--- src/hdl/baee_pkg.sv ---
// ----------------------------------------------------------------------------
// Block average error estimator package
// Shared types and constants: fixed-point format, register map, the request
// and status of the iterative divide/square-root unit, sequencer states.
// ----------------------------------------------------------------------------
package baee_pkg;

  localparam int FracBits = 16;

  localparam logic [15:0] BlockLengthReset = 16'd10000;
  localparam logic [15:0] NumBlocksReset   = 16'd100;

  typedef enum logic [1:0] {
    REG_BLOCK_LENGTH = 2'd0,
    REG_NUM_BLOCKS   = 2'd1
  } cfg_reg_t;

  typedef enum logic {
    IU_DIV,
    IU_SQRT
  } iu_op_t;

  typedef struct packed {
    logic   start;
    iu_op_t op;
  } iu_req_t;

  typedef struct packed {
    logic busy;
    logic done;
  } iu_stat_t;

  typedef enum logic [3:0] {
    ST_IDLE,
    ST_AVG_DIV,
    ST_SQ_MUL,
    ST_ACC,
    ST_MEAN_DIV,
    ST_MEAN2_DIV,
    ST_MSQ_MUL,
    ST_VAR,
    ST_Q_DIV,
    ST_SQRT,
    ST_OUT
  } seq_state_t;

endpackage

--- src/hdl/baee_iter_unit.sv ---
// ----------------------------------------------------------------------------
// Iterative divide / square-root unit
// Shift-subtract unit shared by all divisions and the square root: unsigned
// 64 / 17 bit restoring division, one quotient bit per cycle, and 64-bit
// integer square root, one root bit per cycle.
// ----------------------------------------------------------------------------
module baee_iter_unit (
  input  logic               clk,
  input  logic               rst,
  input  baee_pkg::iu_req_t  req,
  input  logic [63:0]        operand,
  input  logic [16:0]        divisor,
  output baee_pkg::iu_stat_t stat,
  output logic [63:0]        result
);
  import baee_pkg::*;

  localparam logic [5:0] DivLast  = 6'd63;
  localparam logic [5:0] SqrtLast = 6'd31;

  logic        busy;
  logic        done;
  logic [5:0]  cnt;
  iu_op_t      op;
  logic [63:0] acc;
  logic [33:0] rem;
  logic [31:0] root;

  logic [35:0] shifted;
  logic [35:0] subtrahend;
  logic [36:0] diff;
  logic        ge;

  // One shared compare-subtract serves both operations.
  always_comb begin
    if (op == IU_SQRT) begin
      shifted    = {rem, acc[63:62]};
      subtrahend = {2'b00, root, 2'b01};
    end else begin
      shifted    = {1'b0, rem, acc[63]};
      subtrahend = {19'd0, divisor};
    end
    diff = {1'b0, shifted} - {1'b0, subtrahend};
    ge   = ~diff[36];
  end

  always_ff @(posedge clk) begin
    if (rst) begin
      busy <= 1'b0;
      done <= 1'b0;
      cnt  <= '0;
    end else begin
      done <= 1'b0;
      if (req.start && !busy) begin
        busy <= 1'b1;
        cnt  <= (req.op == IU_SQRT) ? SqrtLast : DivLast;
      end else if (busy) begin
        cnt <= cnt - 6'd1;
        if (cnt == '0) begin
          busy <= 1'b0;
          done <= 1'b1;
        end
      end
    end
  end

  always_ff @(posedge clk) begin
    if (req.start && !busy) begin
      op   <= req.op;
      acc  <= operand;
      rem  <= '0;
      root <= '0;
    end else if (busy) begin
      rem <= ge ? diff[33:0] : shifted[33:0];
      if (op == IU_SQRT) begin
        acc  <= {acc[61:0], 2'b00};
        root <= {root[30:0], ge};
      end else begin
        acc <= {acc[62:0], ge};
      end
    end
  end

  assign stat.busy = busy;
  assign stat.done = done;
  assign result    = (op == IU_SQRT) ? {32'd0, root} : acc;

endmodule

--- config.mk ---
export PLATFORM = sky130hd
export DESIGN_NAME = baee_iter_unit
export DESIGN_NICKNAME = d
export VERILOG_FILES = /design/src/hdl/baee_pkg.sv /design/src/hdl/baee_iter_unit.sv
export SDC_FILE = /design/constraint.sdc
export NUM_CORES = 1
export LEC_CHECK = 0
export ABC_AREA = 0
export BUFFER_PORTS_ARGS = -buffer_cell sky130_fd_sc_hd__buf_4
export CORE_ASPECT_RATIO = 1.75
export CORE_MARGIN = 2
export CORE_UTILIZATION = 62
export DETAILED_ROUTE_END_ITERATION = 8
export MAX_ROUTING_LAYER = met4
export PLACE_DENSITY = 0.85
export SETUP_SLACK_MARGIN = 0.3
export SYNTH_ARGS = -nofsm -noshare
export SYNTH_HDL_FRONTEND = slang
export SYNTH_SLANG_ARGS = --single-unit
--- constraint.sdc ---
create_clock -name clk -period 11.5 [get_ports clk]
set_clock_uncertainty 0.2 [all_clocks]
set_input_delay 0.575 -clock clk [delete_from_list [all_inputs] [get_ports clk]]
set_output_delay 0.575 -clock clk [all_outputs]
set_load 0.01 [all_outputs]
-- Word-level counts from Yosys, hierarchy flattened
Cells that the tools add are included.
- flip-flop bits (word level): 139
- input port bits: 85
- output and inout port bits: 66
- $add $sub $neg: 2
- muxes and demuxes: 14
- bitwise gates (word level): 2
- reductions and logical operators: 6
- operators with widths (operator ; count):
    $mux W64 ; 4
    $mux W34 ; 2
    $sub A36 B36 Y37 ; 1
    $mux W36 ; 1
    $mux W6 ; 3
    $logic_not A6 Y1 ; 1
    $sub A6 B1 Y6 const B ; 1
    $mux W1 ; 4
    $reduce_or A3 Y1 ; 1
    $not A1 Y1 ; 2
    $reduce_and A2 Y1 ; 1
    $reduce_bool A2 Y1 ; 1
    $logic_and A1 B1 Y1 ; 1
    $logic_not A1 Y1 ; 1

-- Logic depth before layout (Yosys ltp)
Gate-level depths: netlist (run 1).
- depth in word-level cells: 6
- gate-level depth with buffers: 19
- mapped depth without buffers: 14

-- Worst setup path after synthesis (run 1)
OpenSTA, ideal clock, no wires.
- kind: reg-to-reg
- from: register op
- to: register rem[7]
- setup time: 0.117 ns
- arrival time: 4.226 ns
- data required time: 11.183 ns
- path slack: 6.958 ns
- stages on the path, launching flop included: 18
- buffers on the path: 6
- period minus slack after synthesis: 4.542 ns
- cells stage by stage: edfxtp_1 -> clkbuf_1 -> clkbuf_1 -> clkbuf_1 -> clkbuf_1 -> mux2i_1 -> ha_1 -> buf_2 -> and4_1 -> and2_4 -> o211ai_4 -> a21oi_2 -> a31oi_1 -> a221oi_2 -> a31o_1 -> buf_6 -> mux2_1 -> a22o_1
- word-level cells in the longest chain between the ends: 3
- elaborated cells on any way between the ends: 4
- those cells by class: 1 x add/sub; 3 x mux
- RTL lines (item ; RTL line ; text):
    from (decl) ; baee_iter_unit.sv:24 ; iu_op_t op;
    from (signal assigned) ; baee_iter_unit.sv:69 ; op <= req.op;
    $mux W36 / $mux W34 (equally long branches) ; baee_iter_unit.sv:36 ; if (op == IU_SQRT) begin
    $sub A36 B36 Y37 ; baee_iter_unit.sv:43 ; diff = {1'b0, shifted} - {1'b0, subtrahend};
    $mux W34 (*) ; baee_iter_unit.sv:74 ; rem <= ge ? diff[33:0] : shifted[33:0];
    to (signal assigned) ; baee_iter_unit.sv:74 ;
    to (decl) ; baee_iter_unit.sv:26 ; logic [33:0] rem;
Every way passes the cells marked *; elsewhere a longest branch is shown, timed or not.
A chain may end at the register's enable or synchronous reset.

-- Worst setup path after layout (run 1)
Ends and elaborated chain as after synthesis.

==> metrics.md, run 1 <==
| Metric | Value |
|---|---|
| Post-CTS setup buffers | `0` |
| Synthesis-to-layout area growth | `18.9%` |
| Most Frequent Cell on Critical Path | `a31oi_1` |
| Synth Net Count | `1168` |
| RSZ-0062 raised after global routing | `false` |
| Ys Warns | `0` |
| Total clock sinks | `139` |
| Clock slew at reported path FFs | `about 70 ps` |
| Via/cell ratio | `about 6.0` |
| Register area share after synthesis | `between 30% and 40%` |
| Pre-Repair DR Iteration Count | `5` |
| H-Tree Depth | `4` |
| CTS root buffer | `clkbuf_16` |
| Die Y | `163 um` |
| Distinct cells, synth | `63` |
| IO Pins | `around 150` |
| Critical-path cell list | `buf_12 > mux2_2 > ha_1 > nand2_1 > o21ai_0 > a31oi_1 > a21oi_2 > a31oi_1 > a221oi_2 > a31o_2 > buf_4 > mux2_1 > a22o_1` |
| Pwr Total | `~2.4 mW` |
| CORE AREA | `0.0143 mm^2` |
| Least-Margin Pin Slew | `approximately 1300 ps` |
| CP startpoint kind | `flop` |
| Synthesized area | `0.00901 mm^2` |
| Worst path top cell family by delay | `compound AO/OA/AOI/OAI gates` |
| Final ANT Viol Nets | `0` |
| CP peak stage delay | `550 ps` |
| Min-delay src | `req[0]` |
| Die ar. | `around 0.016 mm^2` |
| Syn Inst Count | `1046` |
| Hold Path Sink | `op` |
| Top post-synthesis cells by area | `edfxtp_1, dfxtp_1, nand2_1, mux2i_1, mux2_2` |
| DRC viols | `0` |
| Reg2Reg Launch Point | `op` |
| Tcrit/Tclk final | `a little under half` |
| # nets final | `about 1.3k` |
| Asr flop ratio synth | `0%` |
| Setup TNS | `0 ps` |
| R2r endpoint | `rem[7]` |
| CP arrival | `~5400 ps` |
| Peak supply drop | `0.118 mV` |
| Final min period | `~5200 ps` |
| # port buffers | `150` |
| Overflow after GRT | `0` |
| CTS tree | `yes` |
| Final worst setup slack | `between 6000 and 7000 ps` |
| Hold Path Depth | `1` |
| FILL cells | `between 1k and 1.5k` |
| Final hold viol count | `0` |
| WP data required | `roughly 12000 ps` |
| CP Buf/Inv Count | `2` |
| Fmax | `191 MHz` |
| Initial Utilization | `63.0%` |
| Hold Crit Class | `primary input to flop` |
| Vias in the first global route | `7861` |
| Synth top area share | `a little over a fifth` |
| Fraction of layout cells with a size suffix above 1 | `a little over a fifth` |
| EDFF count, synth | `65` |
| Top-count cell post-synth | `nand2_1` |
| Final design utilization | `between 70% and 80%` |
| Max cap viols | `0` |
| Setup Viol. Count Final | `0` |
| Crit path kind | `flop to flop` |
| Crit-path max FO | `200` |
| Status | `completed` |
| Final Max Slew Viols | `0` |
| Post-Syn Area per Cell | `between 8 and 9 um^2` |
| Largest area contributor in the netlist | `edfxtp_1` |
| Worst reg-to-reg setup slack | `roughly 6300 ps` |
| Clock Path Buffers | `2` |
| Dpl hpwl | `between 15000 and 20000 um` |
| Starting DRC count in detailed routing | `460` |
| Initial antenna violation count | `0` |
| Critical Path End Type | `flop` |
| Slowest-stage cell, CP | `buf_12` |
| Die width | `95.1 um` |
| Area of the multi-input gates | `slightly above 0.005 mm^2` |
| Register area | `between 0.003 and 0.004 mm^2` |
| Cts repair resizes | `0` |
| Drt wl/cell | `about 17 um` |
| Via count of the routed design | `7969` |
| #FFs+latches synth | `around 140` |
| GP Congestion | `between 0.9 and 1` |
| CTS buffer count | `17` |
| Total track usage | `a little under a third` |
| Worst rel slew slack | `~17%` |
| Row cnt | `just under 60` |
| Final antenna diode count | `0` |
| Worst-Skew Late Latency | `430 ps` |
| Hold buffers post-CTS | `0` |
| Total wire length | `about 22000 um` |
| FF-to-FF path depth | `13` |
| Post-Place Worst Slack | `~6600 ps` |
| Pin count of the biggest net entering global routing | `between 200 and 250` |
| Top FF cell, synth | `dfxtp_1` |
| First-pass GRT wire length | `approximately 36000 um` |
| Ratio of total power to cell area | `approximately 230 mW/mm^2` |
| Commonest cells post-synth | `nand2_1, o21ai_0, a21oi_1, dfxtp_1, mux2i_1` |
| LEAKAGE | `roughly 4.6 nW` |
[routing by layer]
layer | track usage, % | vias to the layer above | routed length [um]
met5 | - | - | 0
met2 | 49.9 | 238 | 11700
li1 | - | 3927 | -
met1 | 34.5 | 3746 | 8740
met3 | 5.77 | 58 | 1150
met4 | 14.6 | 0 | 821
[metrics by stage]
step	hold slack, ps	cells	area (um^2)
2_1_floorplan	235	1046	9010
3_3_place_gp	246	1306	10100
3_5_place_dp	260	1306	10100
4_1_cts	131	1338	10700
5_1_grt	128	1338	10700
6_report	136	1338	10700
[placed cells by master (no fill, tap or decap), types with 5 or more instances in the layout]
master / instances
a21o_1: 19
nand2_1: 202
mux2i_1: 69
and2_1: 5
mux2_2: 46
nand2b_1: 5
nand3_1: 13
o211ai_1: 10
o21ai_0: 101
nor2b_1: 34
o21ai_1: 22
clkbuf_16: 17
ha_1: 36
xnor2_1: 20
xor2_1: 12
edfxtp_1: 65
inv_1: 29
buf_4: 155
a22o_1: 6
a21oi_1: 100
nand4_1: 7
nor3_1: 10
nor2_1: 22
a211oi_1: 7
dfxtp_1: 74
a31o_2: 5
[sequential cells by signal (all words and copies together) (netlist names)]
| signal | count |
|---|---|
| acc | 64 |
| busy | 1 |
| cnt | 6 |
| done | 1 |
| op | 1 |
| rem | 34 |
| root | 32 |
[area by class of cell]
class / count / share of cell area (%)
Clock buffer: 17 / 3.97
Timing Repair Buffer: 156 / 11.1
Tap cell: 180 / 2.10
Clock inverter: 15 / 1.75
Multi-Input combinational cell: 801 / 48.0
Sequential cell: 139 / 32.1
Inverter: 30 / 1.05
[worst reg2reg max path, stage by stage, from the launching register on]
cell,delay [ps]
edfxtp_1,380
buf_12,550
mux2_2,760
ha_1,390
nand2_1,80
o21ai_0,280
a31oi_1,190
a21oi_2,270
a31oi_1,140
a221oi_2,460
a31o_2,350
buf_4,520
mux2_1,380
a22o_1,170
[worst max-delay path by stage]
stage | start | end | cells after the start
5_1_grt | op | rem[7] | 13
3_5_place_dp | op | rem[7] | 13
4_1_cts | op | rem[7] | 13
6_report | op | rem[7] | 13
2_1_floorplan | op | rem[7] | 17
3_3_place_gp | op | rem[7] | 13
[power breakdown]
| part | switching, mW | total [mW] | internal [mW] |
|---|---|---|---|
| Clock | 0.229 | 0.576 | 0.346 |
| Sequential | 0.0586 | 0.673 | 0.615 |
| Combinational | 0.641 | 1.17 | 0.525 |
[logic make-up after synthesis]
kind of cell,after synthesis,synth area share (%)
adder cells (fa/ha/maj),37,5.22
AND/OR/NAND/NOR,316,15.6
XOR/XNOR,32,3.11
multiplexers,116,13.5
flip-flops,139,38.1
AO/OA/AOI/OAI,300,19.5
buffers and inverters,106,4.94
(Power assumes the default switching activity.)
==> run 2, diff against run 1 <==
--- a/config.mk
+++ b/config.mk
@@ -9,10 +9,10 @@
 export BUFFER_PORTS_ARGS = -buffer_cell sky130_fd_sc_hd__buf_4
 export CORE_ASPECT_RATIO = 1.75
 export CORE_MARGIN = 2
-export CORE_UTILIZATION = 62
+export CORE_UTILIZATION = 58
 export DETAILED_ROUTE_END_ITERATION = 8
 export MAX_ROUTING_LAYER = met4
-export PLACE_DENSITY = 0.85
+export PLACE_DENSITY = 0.8
 export SETUP_SLACK_MARGIN = 0.3
 export SYNTH_ARGS = -nofsm -noshare
 export SYNTH_HDL_FRONTEND = slang
==> constraint.sdc (replaced) <==
create_clock -name clk -period 5.4 [get_ports clk]
set_clock_uncertainty 0.2 [all_clocks]
set_input_delay 0.27 -clock clk [delete_from_list [all_inputs] [get_ports clk]]
set_output_delay 0.27 -clock clk [all_outputs]
set_load 0.01 [all_outputs]
==> run 2 against run 1 <==
  * Non-clock buffer count is 70 higher
  * Hold slack got worse by 86 ps
  * Critical path depth did not move
  * Wire length up 13%
  * Flip-flop and latch count unchanged
  * Combinational power grew 120%
  * Die area rose by 6.7%
  * Largest power group unchanged
==> metrics.md, run 2 (synthesized netlist as in run 1, its figures left out) <==
| Metric | Value |
|---|---|
| Status | `completed` |
| Peak supply drop | `approximately 0.27 mV` |
| Final design utilization | `roughly three quarters` |
| CP Buf/Inv Count | `2` |
| Cell area after layout | `approximately 0.011 mm^2` |
| Row cnt | `60` |
| Setup Viol. Count Final | `0` |
| Synthesis-to-layout area growth | `26.4%` |
| Pin count of the biggest net entering global routing | `~120` |
| Initial Utilization | `58.8%` |
| Worst-Skew Late Latency | `approximately 420 ps` |
| Slowest-stage cell, CP | `a31o_2` |
| Reg with most FFs | `acc` |
| Final hold viol count | `0` |
| FILL cells | `about 1.1k` |
| Clock Path Buffers | `2` |
| Dpl hpwl | `16700 um` |
| Fraction of layout cells with a size suffix above 1 | `20.9%` |
| Least-Margin Pin Slew | `between 1000 and 1500 ps` |
| Pre-Repair DR Iteration Count | `5` |
| CP arrival | `~4700 ps` |
| Drt wl/cell | `between 15 and 20 um` |
| LEAKAGE | `4.89 nW` |
| Total wire length | `about 25000 um` |
| Initial antenna violation count | `0` |
| Cts repair resizes | `0` |
| RSZ-0062 raised after global routing | `false` |
| Final Max Slew Viols | `0` |
| Ratio of total power to cell area | `around 450 mW/mm^2` |
| Total track usage | `a little under a third` |
| Vias in the first global route | `roughly 8.3k` |
| Final antenna diode count | `0` |
| IO Pins | `151` |
| Fmax | `about 210 MHz` |
| GP Congestion | `0.987` |
| CTS root buffer | `clkbuf_16` |
| Die ar. | `0.0166 mm^2` |
| CTS buffer count | `17` |
| Die width | `approximately 98 um` |
| Setup TNS | `0 ps` |
| DRC viols | `0` |
| CP startpoint kind | `flop` |
| Die Y | `roughly 170 um` |
| Crit path kind | `flop to flop` |
| Pwr Total | `5.17 mW` |
| Dpl cells | `~1.3k` |
| DP Area | `0.0101 mm^2` |
| Crit-path max FO | `30` |
| Via count of the routed design | `roughly 8.3k` |
| H-Tree Depth | `4` |
| # port buffers | `150` |
| Tcrit/Tclk final | `86.4%` |
| WP data required | `roughly 5500 ps` |
| Critical-path cell list | `buf_4 > mux2_2 > ha_1 > a21oi_1 > o21ai_0 > a31oi_1 > a21oi_2 > a31oi_1 > a221oi_2 > a31o_2 > buf_4 > mux2i_1 > o21ai_1` |
| Max cap viols | `0` |
| Worst path top cell family by delay | `compound AO/OA/AOI/OAI gates` |
| Starting DRC count in detailed routing | `between 400 and 500` |
| Final ANT Viol Nets | `0` |
| Largest register FFs | `64` |
| CP peak stage delay | `approximately 650 ps` |
| Hold Crit Class | `primary input to flop` |
| Overflow after GRT | `0` |
| First-pass GRT wire length | `40700 um` |
| Total clock sinks | `between 100 and 150` |
| Most frequent cells in the layout | `nand2_1, buf_4, o21ai_0` |
| Post-CTS setup buffers | `0` |
| Critical Path End Type | `flop` |
| Fin cells | `between 1k and 1.5k` |
| Via/cell ratio | `a little under 6` |
| Largest registers | `acc (64), rem (34), root (32)` |
| CTS tree | `yes` |
| CORE AREA | `approximately 0.015 mm^2` |
| # nets final | `roughly 1.3k` |
| Worst rel slew slack | `16.0%` |
| Hold buffers post-CTS | `between 60 and 70` |
| Clock slew at reported path FFs | `70 ps` |
| Commonest non-fill, non-tap cell in the layout | `nand2_1` |
| Final min period | `between 4000 and 5000 ps` |
## run 2: changes by cell type in the layout (fill, tap and decap cells not counted)
cell / before / now
clkbuf_1: 0 / 1
clkinv_2: 3 / 0
clkinvlp_4: 1 / 3
buf_4: 155 / 158
inv_8: 2 / 5
bufinv_16: 3 / 1
buf_12: 1 / 2
dlygate4sd3_1: 0 / 66
inv_6: 4 / 3
## run 2: per-layer routing
layer	vias up	part of all wire, %	track usage (%)
met5	-	0	-
met4	0	3.5	13.4
met3	59	4.4	5.49
met2	259	53	54.6
met1	3921	39	34.1
li1	4056	-	-
## run 2: worst paths after layout
path,from,to,slack [ps],cells after the start
max,op,rem[13],730,13
min reg2reg,rem[11],rem[11],260,2
min,req[1],cnt[0],50,3
max reg2reg,op,rem[13],730,13
## run 2: final cells by class
type	count	area [um^2]	area share, %
Tap cell	186	233	2.04
Sequential cell	139	3430	30.1
Inverter	30	113	0.989
Clock inverter	14	153	1.34
Clock buffer	18	429	3.77
Timing Repair Buffer	226	1890	16.6
Multi-Input combinational cell	801	5140	45.1
## run 2: worst reg2reg max path, cell delays in order, from the launching register on
cell	delay [ps]
edfxtp_1	400
buf_4	400
mux2_2	420
ha_1	410
a21oi_1	120
o21ai_0	300
a31oi_1	170
a21oi_2	230
a31oi_1	130
a221oi_2	460
a31o_2	650
buf_4	340
mux2i_1	210
o21ai_1	80
## run 2: per-stage QoR
step | worst slack (ps) | hold slack, ps
floorplan | 858 | 169
global placement | 921 | 248
detailed placement | 823 | 250
CTS | 782 | 38.7
global route | 497 | 82.9
finish | 733 | 49.2
## run 2: power by group
group,internal (mW),switching [mW],total [mW]
Clock,0.656,0.532,1.19
Combinational,1.16,1.38,2.54
Sequential,1.31,0.132,1.44
Total,3.12,2.04,5.17
==> run 3, diff against run 2 <==
--- a/config.mk
+++ b/config.mk
@@ -5,14 +5,14 @@
 export SDC_FILE = /design/constraint.sdc
 export NUM_CORES = 1
 export LEC_CHECK = 0
-export ABC_AREA = 0
+export ABC_AREA = 1
 export BUFFER_PORTS_ARGS = -buffer_cell sky130_fd_sc_hd__buf_4
 export CORE_ASPECT_RATIO = 1.75
 export CORE_MARGIN = 2
 export CORE_UTILIZATION = 58
 export DETAILED_ROUTE_END_ITERATION = 8
 export MAX_ROUTING_LAYER = met4
-export PLACE_DENSITY = 0.8
+export PLACE_DENSITY = 0.79
 export SETUP_SLACK_MARGIN = 0.3
 export SYNTH_ARGS = -nofsm -noshare
 export SYNTH_HDL_FRONTEND = slang
==> run 3 against run 2 <==
  * The flow now finishes with violations (negative hold slack)
  * Count of clock-buffer cells in the layout rose by 3
  * Area after synthesis rose by 9.2%
  * Non-clock buffer count fell by 4
  * Die area rose by 8.9%
  * Fmax rose by 10%
  * Global-route usage rose by 6.3 points
  * Largest power group unchanged
==> metrics.md, run 3 <==
| Metric | Value |
|---|---|
| Internal Power | `just under 3 mW` |
| Final ANT Viol Nets | `0` |
| WP data required | `between 5000 and 6000 ps` |
| Via count of the routed design | `roughly 11k` |
| Worst-Skew Late Latency | `roughly 440 ps` |
| Largest area contributor in the netlist | `edfxtp_1` |
| Setup TNS | `0 ps` |
| Slowest-stage cell, CP | `clkinv_1` |
| Row cnt | `63` |
| Least-Margin Pin Slew | `roughly 1000 ps` |
| Commonest non-fill, non-tap cell in the layout | `nand2_1` |
| Post-Syn Area per Cell | `6.45 um^2` |
| Clock network fraction of design power | `between 20% and 30%` |
| Area of the multi-input gates | `between 0.005 and 0.006 mm^2` |
| CP peak stage delay | `roughly 650 ps` |
| Die Y | `between 150 and 200 um` |
| Starting DRC count in detailed routing | `between 500 and 600` |
| Hold Crit Class | `primary input to flop` |
| Total clock sinks | `approximately 140` |
| Top-count cell post-synth | `nand2_1` |
| CTS buffer count | `17` |
| Register area share after synthesis | `roughly a third` |
| Initial Utilization | `between 50 and 60%` |
| Asr flop ratio synth | `0%` |
| Clock Path Buffers | `2` |
| Initial antenna violation count | `0` |
| Wire length on met3 | `roughly 2000 um` |
| Synthesis-to-layout area growth | `23.8%` |
| Final min period | `between 4000 and 5000 ps` |
| CP arrival | `~4200 ps` |
| # port buffers | `150` |
| Top FF cell, synth | `dfxtp_1` |
| Worst rel slew slack | `roughly a third` |
| Total wire length | `~32000 um` |
| Syn Inst Count | `~1.5k` |
| Largest register FFs | `64` |
| Final worst setup slack | `between 1000 and 1500 ps` |
| First-pass GRT wire length | `around 51000 um` |
| Most Frequent Cell on Critical Path | `nand2_1` |
| Crit-path max FO | `33` |
| FILL cells | `roughly 1.4k` |
| Final hold viol count | `2` |
| DRC viols | `0` |
| Synthesized area | `0.00984 mm^2` |
| Total track usage | `37.3%` |
| # nets final | `about 1.8k` |
| IO Pins | `about 150` |
| Largest registers | `acc (64), rem (34), root (32)` |
| Met1 WL | `12100 um` |
| Ys Warns | `0` |
| GP Congestion | `~1.0` |
| NetSw | `2.34 mW` |
| Most frequent cells in the layout | `nand2_1, inv_1, nor2_1` |
| Fraction of layout cells with a size suffix above 1 | `approximately 14%` |
| Post-Place Worst Slack | `1260 ps` |
| Cts repair resizes | `0` |
| H-Tree Depth | `4` |
| Top post-synthesis cells by area | `edfxtp_1, nand2_1, dfxtp_1, inv_1, nor2_1` |
| LEAKAGE | `about 6 nW` |
| Final Max Slew Viols | `0` |
| Crit path kind | `flop to flop` |
| Clock slew at reported path FFs | `60 ps` |
| Critical Path End Type | `flop` |
| Final antenna diode count | `0` |
| Reg with most FFs | `acc` |
| Register area | `~0.0034 mm^2` |
| CTS tree | `yes` |
| Failing checks | `negative hold slack` |
| CORE AREA | `roughly 0.017 mm^2` |
| Setup Viol. Count Final | `0` |
| Peak supply drop | `between 0.3 and 0.4 mV` |
| Max cap viols | `0` |
| Power share of the sequential group | `28.4%` |
| Fmax | `237 MHz` |
| Die width | `102 um` |
| CTS root buffer | `clkbuf_16` |
| RSZ-0062 raised after global routing | `false` |
| Comb pwr share | `between 50 and 60%` |
| Die ar. | `roughly 0.018 mm^2` |
| Commonest cells post-synth | `nand2_1, inv_1, nor2_1, a21oi_1, o21ai_0` |
| Status | `complete, but fails checks` |
| Dpl hpwl | `around 22000 um` |
| Vias in the first global route | `10.5k` |
| Pre-Repair DR Iteration Count | `7` |
| Synth Net Count | `1647` |
| Critical-path cell list | `clkinv_1 > buf_4 > a21boi_0 > ha_1 > nand2_1 > inv_1 > nand2_1 > nand2_1 > nand2_1 > nand2_1 > nand2_1 > nand3_2 > nand2_2 > nand2_2 > nand3_1 > nand2_1` |
| #FFs+latches synth | `~140` |
| Overflow after GRT | `0` |
| Distinct cells, synth | `39` |
| Worst hold margin | `-14.3 ps` |
| Pin count of the biggest net entering global routing | `183` |
| Tcrit/Tclk final | `78.3%` |
| Via/cell ratio | `around 5.5` |
| Sw frac | `between 40% and 50%` |
| Synth top area share | `between 15 and 20%` |
| CP startpoint kind | `flop` |
| Ratio of total power to cell area | `~430 mW/mm^2` |
| Drt wl/cell | `16.6 um` |
| Top sig layer | `met4` |
| EDFF count, synth | `65` |
| Metal2 WL | `16100 um` |
## run 3: changes by cell type after synthesis, moves of 46 or more
cell | before | now
inv_1 | 30 | 204
mux2_2 | 46 | 0
mux2i_1 | 69 | 0
nand2_1 | 202 | 434
nand3_1 | 13 | 92
nor2_1 | 23 | 184
## run 3: through the flow
step	utilization [%]	hold WS (ps)	power (mW)	cells	instance area [um^2]
after floorplan	-	139	3.39	1525	9840
after global placement	65.7	252	4.07	1845	11000
after detailed placement	65.7	256	4.09	1845	11000
after CTS	72.6	3.49	5.26	1936	12200
after global routing	72.6	4.20	5.69	1936	12200
final	72.6	-14.3	5.29	1936	12200
## run 3: kinds of logic (layout without fill, tap and decap cells)
logic type	Yosys count	in the layout	share of synthesized area (%)
flip-flops	139	139	34.9
adder cells (fa/ha/maj)	37	37	4.78
buffers and inverters	282	466	11.4
AND/OR/NAND/NOR	770	770	32.3
XOR/XNOR	16	16	1.42
AO/OA/AOI/OAI	281	281	15.2
## run 3: power by group through the flow
stage	Clock (mW)	Sequential [mW]	Combinational [mW]
global route	1.18	1.52	2.99
floorplan	0	1.46	1.93
CTS	1.14	1.50	2.62
finish	1.13	1.50	2.66
detailed placement	0	1.51	2.58
global placement	0	1.51	2.56
## run 3: critical path, delay by kind of cell, from the launching register on
kind | cells | cell delay, ps
simple gates | 11 | 1550
buf+inv | 3 | 1160
flops | 1 | 420
fa+ha+maj | 1 | 350
compound gates | 1 | 300
## run 3: final cells by class
type	instances	share of cell area (%)
clock inverters	11	0.688
inverters	212	6.53
well taps	227	2.33
repair buffers	222	15.0
multi-input cells	1104	43.4
flip-flops and latches	139	28.2
clock buffers	21	3.90
## run 3: worst paths after layout
check / start / end / slack, ps / depth (start not counted)
max: op / acc[0] / 1170 / 16
min: operand[22] / acc[22] / -10 / 3
max reg2reg: op / acc[0] / 1170 / 16
min reg2reg: rem[33] / rem[33] / 270 / 2
## run 3: metal layers
metal  vias to the layer above  track usage, %
li1                       5221               -
met1                      4781            41.1
met2                       428            61.1
met3                       141            7.60
met4                         0            21.7
met5                         -               -
## run 3: timing repair
item	4_1_cts	5_1_grt
hold buffers	59	0
setup buffers	0	0
endpoints found under the hold margin	65	0
